===== config.mk =====
export PLATFORM = sky130hd
export DESIGN_NAME = circle_tile_collision_resolve_flat
export DESIGN_NICKNAME = d
export VERILOG_FILES = /design/src/rtl/core/ctcr_pkg.sv /design/src/rtl/core/ctcr_in_if.sv /design/src/rtl/core/ctcr_out_if.sv /design/src/rtl/core/ctcr_cfg_if.sv /design/src/rtl/core/circle_tile_collision_resolve.sv /design/src/flat_wrapper.sv
export SDC_FILE = /design/constraint.sdc
export NUM_CORES = 2
export LEC_CHECK = 0
export BUFFER_PORTS_ARGS = -buffer_cell sky130_fd_sc_hd__buf_2
export CORE_UTILIZATION = 46
export DETAILED_ROUTE_END_ITERATION = 10
export PLACE_DENSITY = 0.66
export SETUP_SLACK_MARGIN = 0.4
export SLEW_MARGIN = 20
export SYNTH_ARGS = -nofsm -noshare
export SYNTH_HDL_FRONTEND = slang
export SYNTH_SLANG_ARGS = --single-unit

===== constraint.sdc =====
create_clock -name clk -period 18 [get_ports clk]
set_input_delay 1.8 -clock clk [delete_from_list [all_inputs] [get_ports clk]]
set_output_delay 1.8 -clock clk [all_outputs]
set_load 0.05 [all_outputs]

===== src/rtl/core/ctcr_pkg.sv =====
`timescale 1ns / 1ps
// ----------------------------------------------------------------------------
// ctcr_pkg: shared constants for the circle/tile collision resolver
// Widths of the position words and configuration registers, register indexes.
// ----------------------------------------------------------------------------
package ctcr_pkg;

  localparam int POS_WIDTH = 32;
  localparam int FRAC_BITS = 16;

  // configuration register widths
  localparam int CFG_W   = 17;
  localparam int FLOOR_W = 9;
  localparam int ADDR_W  = 2;
  localparam int MASK_W  = 9;

  typedef enum logic [ADDR_W-1:0] {
    REG_TILE_HALF   = 2'd0,
    REG_BODY_RADIUS = 2'd1,
    REG_FLOOR_COUNT = 2'd2
  } cfg_reg_t;

  localparam logic [CFG_W-1:0]   TILE_HALF_RST   = 17'd32768;
  localparam logic [CFG_W-1:0]   BODY_RADIUS_RST = 17'd16384;
  localparam logic [FLOOR_W-1:0] FLOOR_COUNT_RST = 9'd1;

endpackage


===== src/rtl/core/ctcr_in_if.sv =====
`timescale 1ns / 1ps
// ----------------------------------------------------------------------------
// ctcr_in_if: body position word channel
// Valid/ready channel carrying one body position and its solid mask.
// ----------------------------------------------------------------------------
interface ctcr_in_if;
  logic                                   valid;
  logic                                   ready;
  logic signed [ctcr_pkg::POS_WIDTH-1:0]  pos_x;
  logic signed [ctcr_pkg::POS_WIDTH-1:0]  pos_y;
  logic signed [ctcr_pkg::POS_WIDTH-1:0]  pos_z;
  logic        [ctcr_pkg::MASK_W-1:0]     solid_mask;

  modport source (output valid, pos_x, pos_y, pos_z, solid_mask, input ready);
  modport sink   (input valid, pos_x, pos_y, pos_z, solid_mask, output ready);
endinterface


===== src/rtl/core/ctcr_out_if.sv =====
`timescale 1ns / 1ps
// ----------------------------------------------------------------------------
// ctcr_out_if: resolved position word channel
// Valid/ready channel carrying the resolved position and push flag.
// ----------------------------------------------------------------------------
interface ctcr_out_if;
  logic                                   valid;
  logic                                   ready;
  logic signed [ctcr_pkg::POS_WIDTH-1:0]  new_x;
  logic signed [ctcr_pkg::POS_WIDTH-1:0]  new_y;
  logic                                   pushed;

  modport source (output valid, new_x, new_y, pushed, input ready);
  modport sink   (input valid, new_x, new_y, pushed, output ready);
endinterface


===== src/rtl/core/ctcr_cfg_if.sv =====
`timescale 1ns / 1ps
// ----------------------------------------------------------------------------
// ctcr_cfg_if: configuration write channel
// Valid/ready channel carrying a register index and write data.
// ----------------------------------------------------------------------------
interface ctcr_cfg_if;
  logic                              valid;
  logic                              ready;
  logic [ctcr_pkg::ADDR_W-1:0]       addr;
  logic [ctcr_pkg::CFG_W-1:0]        data;

  modport source (output valid, addr, data, input ready);
  modport sink   (input valid, addr, data, output ready);
endinterface


===== src/rtl/core/circle_tile_collision_resolve.sv =====
`timescale 1ns / 1ps
// ----------------------------------------------------------------------------
// circle_tile_collision_resolve: push a circular body out of solid tiles
// Sequencer around one shared shift/subtract unit (square root and divide)
// and one 17x17 multiplier.
// ----------------------------------------------------------------------------
// Usage:
//   in_s   : one word per body (pos_x, pos_y, pos_z, solid_mask). Taken only
//            while the resolver is idle; in_s.ready stays low during work.
//   out_m  : one word per input (new_x, new_y, pushed), held in an output
//            register until taken. A new input may be taken while it waits.
//   cfg_s  : register writes, always ready; write only while idle.
// Work per input word, in order: a scan of the tile slots up to the last
//   solid one; for each solid tile a clamp, which drops the tile if it is
//   out of reach, then two squares, 17 root steps and a distance check,
//   which drops the tile unless it pushes; a pushing tile then takes a
//   multiply and 36 divide steps on the shared shift/subtract unit for
//   each axis, and a position update.
//   A floor out of range empties the mask; the position passes through.
//   One word is worked on at a time; the shared unit sets the rate.
// Reset (rst_n low, synchronous): sequencer idle, output word dropped,
// registers back to their defaults. If the receiver stalls, the finished
// word waits in the sequencer until the output register frees.
// ----------------------------------------------------------------------------
module circle_tile_collision_resolve (
  input  logic         clk,
  input  logic         rst_n,
  ctcr_in_if.sink      in_s,
  ctcr_out_if.source   out_m,
  ctcr_cfg_if.sink     cfg_s
);
  import ctcr_pkg::*;

  localparam int W      = POS_WIDTH;
  localparam int EW     = POS_WIDTH + 4;         // room for tile centers and sums
  localparam int SQW    = 2 * CFG_W;             // sum of two squares
  localparam int NW     = 2 * CFG_W + 2;         // divide numerator
  localparam int REMW   = CFG_W + 3;             // partial remainder
  localparam int CNT_W  = $clog2(NW);
  localparam logic [CNT_W-1:0] SQ_LAST  = CNT_W'(CFG_W - 1);
  localparam logic [CNT_W-1:0] DIV_LAST = CNT_W'(NW - 1);
  localparam logic signed [EW-1:0] UNIT = EW'(1) << FRAC_BITS;
  localparam logic signed [EW-1:0] HALF = EW'(1) << (FRAC_BITS - 1);
  localparam logic signed [W+1:0] SUM_MAX = {3'b000, {(W-1){1'b1}}};
  localparam logic signed [W+1:0] SUM_MIN = {3'b111, {(W-1){1'b0}}};

  typedef enum logic [3:0] {
    ST_IDLE, ST_SCAN, ST_CLAMP, ST_SQX, ST_SQY, ST_SQRT, ST_CHK,
    ST_MULX, ST_DIVX, ST_MULY, ST_DIVY, ST_APPLY, ST_FIN
  } state_t;

  state_t                  state_r;
  logic [CFG_W-1:0]        half_r, radius_r;
  logic [FLOOR_W-1:0]      floors_r;
  logic signed [W-1:0]     px_r, py_r;
  logic signed [EW-1:0]    base_x_r, base_y_r;
  logic [MASK_W-1:0]       mask_r;
  logic [1:0]              col_r, row_r;
  logic                    sx_r, sy_r;
  logic [CFG_W-1:0]        ax_r, ay_r;
  logic [SQW-1:0]          acc_r;
  logic [NW-1:0]           src_r;
  logic [REMW-1:0]         rem_r;
  logic [CFG_W:0]          res_r;
  logic [CNT_W-1:0]        cnt_r;
  logic [CFG_W-1:0]        dist_r;
  logic [CFG_W:0]          qx_r;
  logic                    pushed_r;
  logic                    out_valid_r;
  logic signed [W-1:0]     out_x_r, out_y_r;
  logic                    out_pushed_r;

  // --- rounding of the input position to the nearest tile, times UNIT ---
  function automatic logic signed [EW-1:0] tile_base(input logic signed [W-1:0] p);
    logic signed [EW-1:0] pe;
    logic signed [EW-1:0] t;
    pe = EW'(p);
    if (p >= 0) t = (pe + HALF) >>> FRAC_BITS;
    else        t = -((-pe + HALF) >>> FRAC_BITS);
    return t <<< FRAC_BITS;
  endfunction

  // floor(z) inside 0..floor_count-1
  logic floor_ok;
  assign floor_ok = !in_s.pos_z[W-1] &&
                    ({{FLOOR_W{1'b0}}, in_s.pos_z[W-1:FRAC_BITS]} <
                     (W-FRAC_BITS+FLOOR_W)'(floors_r));

  // --- clamp of the position to the current tile square ---
  function automatic logic signed [EW-1:0] tile_off(input logic [1:0] k);
    unique case (k)
      2'd0:    return -UNIT;
      2'd1:    return '0;
      default: return UNIT;
    endcase
  endfunction

  logic signed [EW-1:0] cx, cy, pxe, pye, he, ox, oy, mx, my;
  always_comb begin
    he  = EW'(half_r);
    pxe = EW'(px_r);
    pye = EW'(py_r);
    cx  = base_x_r + tile_off(col_r);
    cy  = base_y_r + tile_off(row_r);
    if (pxe < cx - he)      ox = pxe - (cx - he);
    else if (pxe > cx + he) ox = pxe - (cx + he);
    else                    ox = '0;
    if (pye < cy - he)      oy = pye - (cy - he);
    else if (pye > cy + he) oy = pye - (cy + he);
    else                    oy = '0;
    mx = ox[EW-1] ? -ox : ox;
    my = oy[EW-1] ? -oy : oy;
  end

  logic in_reach;
  assign in_reach = (mx <= EW'(radius_r)) && (my <= EW'(radius_r));

  // --- shared multiplier ---
  logic [CFG_W-1:0] mul_a, mul_b, depth;
  logic [SQW-1:0]   prod;
  assign depth = radius_r - dist_r;
  always_comb begin
    unique case (state_r)
      ST_SQX:  begin mul_a = ax_r; mul_b = ax_r;  end
      ST_SQY:  begin mul_a = ay_r; mul_b = ay_r;  end
      ST_MULX: begin mul_a = ax_r; mul_b = depth; end
      default: begin mul_a = ay_r; mul_b = depth; end
    endcase
  end
  assign prod = mul_a * mul_b;

  logic [NW-1:0] num;
  assign num = NW'({prod, 1'b0}) + NW'(dist_r);

  // --- shared shift/subtract unit: root digit or quotient bit per cycle ---
  logic            is_root;
  logic [REMW-1:0] shifted, trial, rem_nxt;
  logic            ge;
  assign is_root = (state_r == ST_SQRT);
  always_comb begin
    if (is_root) begin
      shifted = {rem_r[REMW-3:0], src_r[NW-1 -: 2]};
      trial   = {{(REMW-CFG_W-2){1'b0}}, res_r[CFG_W-1:0], 2'b01};
    end else begin
      shifted = {rem_r[REMW-2:0], src_r[NW-1]};
      trial   = {{(REMW-CFG_W-1){1'b0}}, dist_r, 1'b0};
    end
    ge      = shifted >= trial;
    rem_nxt = ge ? shifted - trial : shifted;
  end

  logic [CFG_W:0] res_nxt;
  assign res_nxt = {res_r[CFG_W-1:0], ge};

  // --- position update with saturation ---
  logic signed [W+1:0] sum_x, sum_y, push_x, push_y;
  logic signed [W-1:0] sat_x, sat_y;
  always_comb begin
    push_x = sx_r ? -(W+2)'(qx_r)  : (W+2)'(qx_r);
    push_y = sy_r ? -(W+2)'(res_r) : (W+2)'(res_r);
    sum_x  = (W+2)'(px_r) + push_x;
    sum_y  = (W+2)'(py_r) + push_y;
    if (sum_x > SUM_MAX)      sat_x = SUM_MAX[W-1:0];
    else if (sum_x < SUM_MIN) sat_x = SUM_MIN[W-1:0];
    else                      sat_x = sum_x[W-1:0];
    if (sum_y > SUM_MAX)      sat_y = SUM_MAX[W-1:0];
    else if (sum_y < SUM_MIN) sat_y = SUM_MIN[W-1:0];
    else                      sat_y = sum_y[W-1:0];
  end

  // next tile slot: column outer, row inner
  logic [MASK_W-1:0] mask_adv;
  logic [1:0]        col_adv, row_adv;
  assign mask_adv = mask_r >> 1;
  assign row_adv  = (row_r == 2'd2) ? 2'd0 : row_r + 2'd1;
  assign col_adv  = (row_r == 2'd2) ? col_r + 2'd1 : col_r;

  assign in_s.ready  = (state_r == ST_IDLE);
  assign cfg_s.ready = 1'b1;
  assign out_m.valid  = out_valid_r;
  assign out_m.new_x  = out_x_r;
  assign out_m.new_y  = out_y_r;
  assign out_m.pushed = out_pushed_r;

  // configuration registers
  always_ff @(posedge clk) begin
    if (!rst_n) begin
      half_r   <= TILE_HALF_RST;
      radius_r <= BODY_RADIUS_RST;
      floors_r <= FLOOR_COUNT_RST;
    end else if (cfg_s.valid) begin
      unique case (cfg_s.addr)
        REG_TILE_HALF:   half_r   <= cfg_s.data;
        REG_BODY_RADIUS: radius_r <= cfg_s.data;
        REG_FLOOR_COUNT: floors_r <= cfg_s.data[FLOOR_W-1:0];
        default: ;
      endcase
    end
  end

  // sequencer
  always_ff @(posedge clk) begin
    if (!rst_n) begin
      state_r     <= ST_IDLE;
      out_valid_r <= 1'b0;
    end else begin
      // drop a taken word; in ST_FIN the output register is reloaded below
      if (out_valid_r && out_m.ready && state_r != ST_FIN) out_valid_r <= 1'b0;
      unique case (state_r)
        ST_IDLE: begin
          if (in_s.valid) begin
            px_r     <= in_s.pos_x;
            py_r     <= in_s.pos_y;
            base_x_r <= tile_base(in_s.pos_x);
            base_y_r <= tile_base(in_s.pos_y);
            // floor out of range: empty mask, position passes through
            mask_r   <= floor_ok ? in_s.solid_mask : '0;
            col_r    <= 2'd0;
            row_r    <= 2'd0;
            pushed_r <= 1'b0;
            state_r  <= ST_SCAN;
          end
        end
        ST_SCAN: begin
          if (mask_r == '0) begin
            state_r <= ST_FIN;
          end else if (mask_r[0]) begin
            state_r <= ST_CLAMP;
          end else begin
            mask_r <= mask_adv;
            col_r  <= col_adv;
            row_r  <= row_adv;
          end
        end
        ST_CLAMP: begin
          sx_r <= ox[EW-1];
          sy_r <= oy[EW-1];
          ax_r <= mx[CFG_W-1:0];
          ay_r <= my[CFG_W-1:0];
          if (in_reach) begin
            state_r <= ST_SQX;
          end else begin
            mask_r  <= mask_adv;
            col_r   <= col_adv;
            row_r   <= row_adv;
            state_r <= ST_SCAN;
          end
        end
        ST_SQX: begin
          acc_r   <= prod;
          state_r <= ST_SQY;
        end
        ST_SQY: begin
          src_r   <= {acc_r + prod, 2'b00};
          rem_r   <= '0;
          res_r   <= '0;
          cnt_r   <= SQ_LAST;
          state_r <= ST_SQRT;
        end
        ST_SQRT: begin
          src_r <= src_r << 2;
          rem_r <= rem_nxt;
          res_r <= res_nxt;
          cnt_r <= cnt_r - 1'b1;
          if (cnt_r == '0) begin
            dist_r  <= res_nxt[CFG_W-1:0];
            state_r <= ST_CHK;
          end
        end
        ST_CHK: begin
          if (dist_r == '0 || dist_r >= radius_r) begin
            mask_r  <= mask_adv;
            col_r   <= col_adv;
            row_r   <= row_adv;
            state_r <= ST_SCAN;
          end else begin
            state_r <= ST_MULX;
          end
        end
        ST_MULX, ST_MULY: begin
          src_r   <= num;
          rem_r   <= '0;
          res_r   <= '0;
          cnt_r   <= DIV_LAST;
          state_r <= (state_r == ST_MULX) ? ST_DIVX : ST_DIVY;
        end
        ST_DIVX, ST_DIVY: begin
          src_r <= src_r << 1;
          rem_r <= rem_nxt;
          res_r <= res_nxt;
          cnt_r <= cnt_r - 1'b1;
          if (cnt_r == '0) begin
            if (state_r == ST_DIVX) begin
              qx_r    <= res_nxt;
              state_r <= ST_MULY;
            end else begin
              state_r <= ST_APPLY;
            end
          end
        end
        ST_APPLY: begin
          px_r     <= sat_x;
          py_r     <= sat_y;
          pushed_r <= 1'b1;
          mask_r   <= mask_adv;
          col_r    <= col_adv;
          row_r    <= row_adv;
          state_r  <= ST_SCAN;
        end
        ST_FIN: begin
          // hold until the output register is free
          if (!out_valid_r || out_m.ready) begin
            out_x_r      <= px_r;
            out_y_r      <= py_r;
            out_pushed_r <= pushed_r;
            out_valid_r  <= 1'b1;
            state_r      <= ST_IDLE;
          end
        end
        default: state_r <= ST_IDLE;
      endcase
    end
  end

endmodule


===== src/flat_wrapper.sv =====
// flat-port wrapper written by rule: the top's interface ports become plain ports
module circle_tile_collision_resolve_flat import ctcr_pkg::*;
  (clk, rst_n, in_s_valid, in_s_pos_x, in_s_pos_y, in_s_pos_z, in_s_solid_mask, in_s_ready, out_m_valid, out_m_new_x, out_m_new_y, out_m_pushed, out_m_ready, cfg_s_valid, cfg_s_addr, cfg_s_data, cfg_s_ready);
  ctcr_in_if in_s_i ();
  ctcr_out_if out_m_i ();
  ctcr_cfg_if cfg_s_i ();
  input  logic clk;
  input  logic rst_n;
  input wire logic [$bits(in_s_i.valid)-1:0] in_s_valid;
  input wire logic [$bits(in_s_i.pos_x)-1:0] in_s_pos_x;
  input wire logic [$bits(in_s_i.pos_y)-1:0] in_s_pos_y;
  input wire logic [$bits(in_s_i.pos_z)-1:0] in_s_pos_z;
  input wire logic [$bits(in_s_i.solid_mask)-1:0] in_s_solid_mask;
  output wire logic [$bits(in_s_i.ready)-1:0] in_s_ready;
  output wire logic [$bits(out_m_i.valid)-1:0] out_m_valid;
  output wire logic [$bits(out_m_i.new_x)-1:0] out_m_new_x;
  output wire logic [$bits(out_m_i.new_y)-1:0] out_m_new_y;
  output wire logic [$bits(out_m_i.pushed)-1:0] out_m_pushed;
  input wire logic [$bits(out_m_i.ready)-1:0] out_m_ready;
  input wire logic [$bits(cfg_s_i.valid)-1:0] cfg_s_valid;
  input wire logic [$bits(cfg_s_i.addr)-1:0] cfg_s_addr;
  input wire logic [$bits(cfg_s_i.data)-1:0] cfg_s_data;
  output wire logic [$bits(cfg_s_i.ready)-1:0] cfg_s_ready;
  assign in_s_i.valid = in_s_valid;
  assign in_s_i.pos_x = in_s_pos_x;
  assign in_s_i.pos_y = in_s_pos_y;
  assign in_s_i.pos_z = in_s_pos_z;
  assign in_s_i.solid_mask = in_s_solid_mask;
  assign in_s_ready = in_s_i.ready;
  assign out_m_valid = out_m_i.valid;
  assign out_m_new_x = out_m_i.new_x;
  assign out_m_new_y = out_m_i.new_y;
  assign out_m_pushed = out_m_i.pushed;
  assign out_m_i.ready = out_m_ready;
  assign cfg_s_i.valid = cfg_s_valid;
  assign cfg_s_i.addr = cfg_s_addr;
  assign cfg_s_i.data = cfg_s_data;
  assign cfg_s_ready = cfg_s_i.ready;
  circle_tile_collision_resolve u_core (.clk(clk), .rst_n(rst_n), .in_s(in_s_i), .out_m(out_m_i), .cfg_s(cfg_s_i));
endmodule

* After elaboration in Yosys (flattened, before gate mapping) *
Index checks and enable logic that the tools add are counted.

operators by class
  multiplexer cells = 65
  eq/ne operators = 27
  $lt $le $gt $ge = 15
  multipliers = 1
  add/sub/neg operators = 31
  reduce and logical (&&, ||, !) cells = 41

operator list
  kind                                                                                   count
  36-bit 2-to-1 mux                                                                      6
  32-bit 2-to-1 mux                                                                      6
  36-bit case mux with 2 select lines                                                    2
  36-bit case mux with 4 select lines                                                    1
  32-bit by 36-bit subtractor with 36-bit output                                         4
  32-bit case mux with 2 select lines                                                    2
  36-bit by 17-bit adder with 36-bit output (second input constant)                      2
  36-bit by 18-bit adder with 36-bit output                                              2
  36-bit adder                                                                           2
  32-bit by 36-bit > comparator with 1-bit output                                        2
  36-bit by 17-bit less-or-equal comparator with 1-bit output                            2
  32-bit by 36-bit < comparator with 1-bit output                                        2
  32-bit negator with 36-bit output                                                      2
  36-bit negator                                                                         2
  36-bit by 18-bit subtractor with 36-bit output                                         2
  32-bit by 34-bit adder with 34-bit output                                              2
  34-bit by 32-bit > comparator with 1-bit output (second input constant)                2
  34-bit by 32-bit < comparator with 1-bit output (second input constant)                2
  34-bit 2-to-1 mux                                                                      2
  18-bit negator with 34-bit output                                                      2
  32-bit by 17-bit adder with 33-bit output (second input constant)                      2
  32-bit by 1-bit greater-or-equal comparator with 1-bit output (second input constant)  2
  20-bit 2-to-1 mux                                                                      3
  9-bit 2-to-1 mux                                                                       6
  55 further kinds                                                                       118

word-level totals
  bits of input ports = 129
  register bits = 415
  output and inout bits = 68

* Depth between registers and ports, before layout *
  depth in word-level cells = 13
  gate-level depth with buffers = 59
  gate-level depth less buffers = 52

* Least setup slack after synthesis *
Ideal clock, no wire load.

  path type = reg-to-reg
  start = reg u_core.col_r[0]
  end = reg u_core.col_r[0] (enable)
  library setup time = 396 ps
  path slack = 5564 ps
  stages on the path, launching flop included = 58
  data arrival time = 12039 ps
  required time = 17604 ps
  cells stage by stage = edfxtp_1 inv_1 ha_1 clkbuf_1 clkbuf_1 clkbuf_1 clkbuf_1 buf_1 clkbuf_1 buf_1 xor2_1 ha_1 and3b_1 o21ai_0 nand2_1 xnor2_1 or4_1 or3_1 [22 not listed] or3_1 a221oi_1 nor2_1 xor2_1 ha_1 nand4_1 nor2_1 o21ai_0 o211ai_1 a221oi_1 a31oi_1 nor3_1 o211ai_1 nor2_1 nand3_1 nor4_1 and4_1 nor3_1

on the way
  cells in the longest elaborated chain, start to end = 13
  elaborated cells between the ends (all ways) = 18
  classes of those cells = add/sub: 6; order compare: 3; eq/ne: 2; mux: 4; reduce/logical: 3

RTL lines
  what                                                                           line                                  source
  start: declaration                                                             circle_tile_collision_resolve.sv:58   logic [1:0] col_r, row_r;
  start signal: assignment                                                       circle_tile_collision_resolve.sv:231  col_r <= col_adv;
  start signal: assignment                                                       circle_tile_collision_resolve.sv:244  col_r <= col_adv;
  start signal: assignment                                                       circle_tile_collision_resolve.sv:273  col_r <= col_adv;
  2-bit by 1-bit == test with 1-bit output or 2-bit logical NOT (tied branches)  circle_tile_collision_resolve.sv:91   unique case (k)
  36-bit case mux with 2 select lines (*)                                        circle_tile_collision_resolve.sv:91
  36-bit adder (*)                                                               circle_tile_collision_resolve.sv:103  cx = base_x_r + tile_off(col_r);
  36-bit by 18-bit adder with 36-bit output                                      circle_tile_collision_resolve.sv:106  else if (pxe > cx + he) ox = pxe - (cx + he);
  32-bit by 36-bit > comparator with 1-bit output                                circle_tile_collision_resolve.sv:106
  36-bit 2-to-1 mux                                                              circle_tile_collision_resolve.sv:106
  36-bit 2-to-1 mux (*)                                                          circle_tile_collision_resolve.sv:105  if (pxe < cx - he) ox = pxe - (cx - he);
  36-bit negator                                                                 circle_tile_collision_resolve.sv:111  mx = ox[EW-1] ? -ox : ox;
  36-bit 2-to-1 mux (*)                                                          circle_tile_collision_resolve.sv:111
  net u_core.mx[10]                                                              circle_tile_collision_resolve.sv:98   logic signed [EW-1:0] cx, cy, pxe, pye, he, ox, oy, mx, my;
  36-bit by 17-bit less-or-equal comparator with 1-bit output (*)                circle_tile_collision_resolve.sv:116  assign in_reach = (mx <= EW'(radius_r)) && (my <= EW'(radius_r));
  1-bit logical AND (*)                                                          circle_tile_collision_resolve.sv:116
  2-bit inequality test (no line) (*)                                            n/a
  7-bit AND reduction (no line) (*)                                              n/a

The timed path passes the listed nets; every way through them passes the cells marked *.
A chain may end at the register's enable or synchronous reset.

* Worst setup path in the final report *
  start = reg u_core.row_r[0]
  end = reg u_core.col_r[1] (enable)

on the way
  cells in the longest elaborated chain, start to end = 13
  elaborated cells between the ends (all ways) = 18
  classes of those cells = add/sub: 6; order compare: 3; eq/ne: 2; mux: 4; reduce/logical: 3

RTL lines
  what                                                                           line                                  source
  start: declaration                                                             circle_tile_collision_resolve.sv:58
  start signal: assignment                                                       circle_tile_collision_resolve.sv:232  row_r <= row_adv;
  start signal: assignment                                                       circle_tile_collision_resolve.sv:245  row_r <= row_adv;
  start signal: assignment                                                       circle_tile_collision_resolve.sv:274  row_r <= row_adv;
  2-bit by 1-bit == test with 1-bit output or 2-bit logical NOT (tied branches)  circle_tile_collision_resolve.sv:91
  36-bit case mux with 2 select lines (*)                                        circle_tile_collision_resolve.sv:91
  36-bit adder (*)                                                               circle_tile_collision_resolve.sv:104  cy = base_y_r + tile_off(row_r);
  36-bit by 18-bit adder with 36-bit output                                      circle_tile_collision_resolve.sv:109  else if (pye > cy + he) oy = pye - (cy + he);
  32-bit by 36-bit > comparator with 1-bit output                                circle_tile_collision_resolve.sv:109
  36-bit 2-to-1 mux                                                              circle_tile_collision_resolve.sv:109
  36-bit 2-to-1 mux (*)                                                          circle_tile_collision_resolve.sv:108  if (pye < cy - he) oy = pye - (cy - he);
  36-bit negator                                                                 circle_tile_collision_resolve.sv:112  my = oy[EW-1] ? -oy : oy;
  36-bit 2-to-1 mux (*)                                                          circle_tile_collision_resolve.sv:112
  net u_core.my[5]                                                               circle_tile_collision_resolve.sv:98
  36-bit by 17-bit less-or-equal comparator with 1-bit output (*)                circle_tile_collision_resolve.sv:116
  1-bit logical AND (*)                                                          circle_tile_collision_resolve.sv:116
  2-bit inequality test (no line) (*)                                            n/a
  7-bit AND reduction (no line) (*)                                              n/a

Marked as above.

==> run summary <==
status = finished clean
Critical Path Start = u_core.row_r[0]
CTS buffer count = 54
largest net degree at the start of global routing = 66
CP top delay family = compound AO/OA/AOI/OAI gates
Yosys warnings = 0
syn avg cell area = 8.15 um^2
Die H = 344 um
WS Path Type = flop to flop
Critical Path RT = 18.42 ns
Layout Skew = 0.0458 ns
unrepaired setup endpoints after global routing = no
Hold Path Depth = 0
Mapped Nets = 7435
post-layout instance count excluding filler cells = 8168
die width = 344 um
Crit. End Element = flop
post-synthesis cell area = 53800 um^2
instance count of the mapped netlist = 6595
layout cells sized above 1 = 6.69%
Final Max Tran Viols = 0
Register Area = 12000 um^2
initial antenna violation count = 5
GR Util All Layers = 29.9%
most common flop cell mapped by yosys = edfxtp_1
reg2reg setup slack = 4.81 ns
min-delay worst type = flop to flop
Slew HR = 28.4%
Final Core Density = 49.9%
DR WL/cell = 22.0 um
Routed WL = 180 mm
vias in the first global route = 47582
# rows = 125
worst r2r src = u_core.row_r[0]
asr flop ratio synth = 0%
clock root buffer = clkbuf_16
Yosys top cell area share = 20.5%
GR Overflow Total = 0
Antenna Nets Post-Route = 0
fillers = 11226
Final #Nets = 7435
Vias/cell = 6.10
Worst-Skew Late Latency = 0.70 ns
largest cells by area after synthesis = edfxtp_1 (20%), ha_1 (11%), fa_1 (8.7%)
H-tree Lvls = 2
P&R area growth vs syn = 7.65%
Starting DRT DRC Count = 4174
Pre-antenna DRT Iters = 6
Seq/Total Area, Yosys = 22.3%
clock edge transition at the registers on the reported setup and hold paths = 0.06 ns
die footprint = 118000 um^2
crit-path max FO = 47
first-pass GRT wire length = 275 mm
setup TNS = 0 ns
slowest cell on the critical path = nor4_1
Hold Crit Start = u_core.pushed_r
Setup Buffers After CTS = 0
Clock Tree Buf Depth = 3
Worst Setup Start Kind = flop
WP data arrival = 13.61 ns
Final Hold Viols = 0
FF-to-FF End = u_core.col_r[1]
Worst Hold End = u_core.out_m.pushed
Max Clk Rate = 75.8 MHz
CTS Sinks = 415
crit-path max cell delay = 0.69 ns
final setup margin = 4.81 ns
# DRC = 0
multi-input logic area = 38900 um^2
Synth area leader = edfxtp_1
number of synthesized flops with an enable pin = 367
crit share post-route = 73.3%
vias = 49822
max_cap viols = 0
CTS tree = done
Worst Setup Slack post-DPL = 4.87 ns
dpl cells = 8063
Final setup viols = 0
Starting Density = 46.3%
post-synthesis cell type count = 107
gpl congestion = 1.00
Ports = 197
Detail Placement HPWL = 143 mm
R2R depth = 47
minimum clock period = 13.19 ns
# hold bufs at CTS = 0
CTS-repair resized insts = 0
Buf/Inv on CP = 6
Slew @ Worst Pin = 1.07 ns
I/O Buffers = 179
#FFs+latches synth = 415
core area = 116000 um^2
cell type report:
class,count,area share [%]
Antenna cell,5,0.0216
Clock buffer,66,2.48
Clock inverter,34,0.713
Inverter,491,3.18
Multi-Input combinational cell,5395,67.3
Sequential cell,415,20.7
Tap cell,1524,3.29
Timing Repair Buffer,238,2.31
layer usage:
layer  up-vias  track usage, %  wire (um)
met1     23963            37.7      74400
met3       400            4.39      12300
li1      23708               -          -
met5         -               0          7
met4         2            14.8       9900
met2      1749            49.8      83300
synthesized netlist by cell type, types with 24 or more instances:
cell      instances
xnor2_1         346
nand2_1         807
or4_1            24
o31ai_1          47
and2_1           88
dfxtp_1          48
mux2i_1          78
o211ai_1         47
a21o_1          131
ha_1            477
or2_2            35
o21bai_1         47
o22ai_1          40
a22o_1           26
xor2_1          186
inv_1           488
buf_1            31
a211oi_1         50
nand3_1         157
o21ai_0         292
nor4_1           60
nor2b_1          70
o21ai_1          24
o21a_1           88
or3_1            54
and3_1           75
nor3_1          162
edfxtp_1        367
nor3b_1          30
a31oi_1          72
nand4_1          67
a21oi_1         477
nor2_1          531
clkbuf_1        243
nand2b_1         70
a22oi_1          53
fa_1            234
a21boi_0         57
stage by stage:
step,area (um^2),hold WS [ns]
after detailed placement,56000,0.419
final,57900,0.417
after global placement,56000,0.401
after global routing,57900,0.436
after floorplan,53800,0.400
after CTS,57800,0.418
how the worst max path moves through the flow:
stage	slack (ns)	to	cells after the start
CTS	4.78	u_core.col_r[1]	47
global placement	5.08	u_core.src_r[35]	46
global route	3.81	u_core.col_r[1]	46
detailed placement	4.87	u_core.col_r[0]	47
finish	4.81	u_core.col_r[1]	47
floorplan	5.56	u_core.col_r[0]	57
cell families after synthesis:
logic type	count (synthesis)	synth area share (%)
AO/OA/AOI/OAI	1727	21.1
XOR/XNOR	532	8.67
adder cells (fa/ha/maj)	711	19.8
buffers and inverters	785	5.53
flip-flops	415	22.3
multiplexers	100	1.92
other	1	0.00698
AND/OR/NAND/NOR	2324	20.7
sequential cells by signal, summed over array words and instances (netlist names), 20 cells and up:
signal and cells:
u_core.base_y_r 20, u_core.px_r 32, u_core.out_m.new_x 32, u_core.out_m.new_y 32, u_core.acc_r 34, u_core.base_x_r 20
u_core.src_r 36, u_core.py_r 32
cells in the final DEF (no fill, tap or decap), types with 54 or more instances in the layout:
cell type and count:
nand2_1 807, nor2_1 525, inv_1 487, a21oi_1 475, ha_1 475, edfxtp_1 367
xnor2_1 346, o21ai_0 292, fa_1 234, xor2_1 186, buf_2 179, nor3_1 159
nand3_1 157, a21o_1 130, o21a_1 88, and2_1 88, mux2i_1 78, and3_1 73
a31oi_1 72, nand2b_1 70, nor2b_1 68, nand4_1 67, buf_4 59, nor4_1 58
a21boi_0 57, clkbuf_16 54
Power is not shown: default switching activity piles up to over one toggle a cycle in this logic, so the estimate is an artifact.
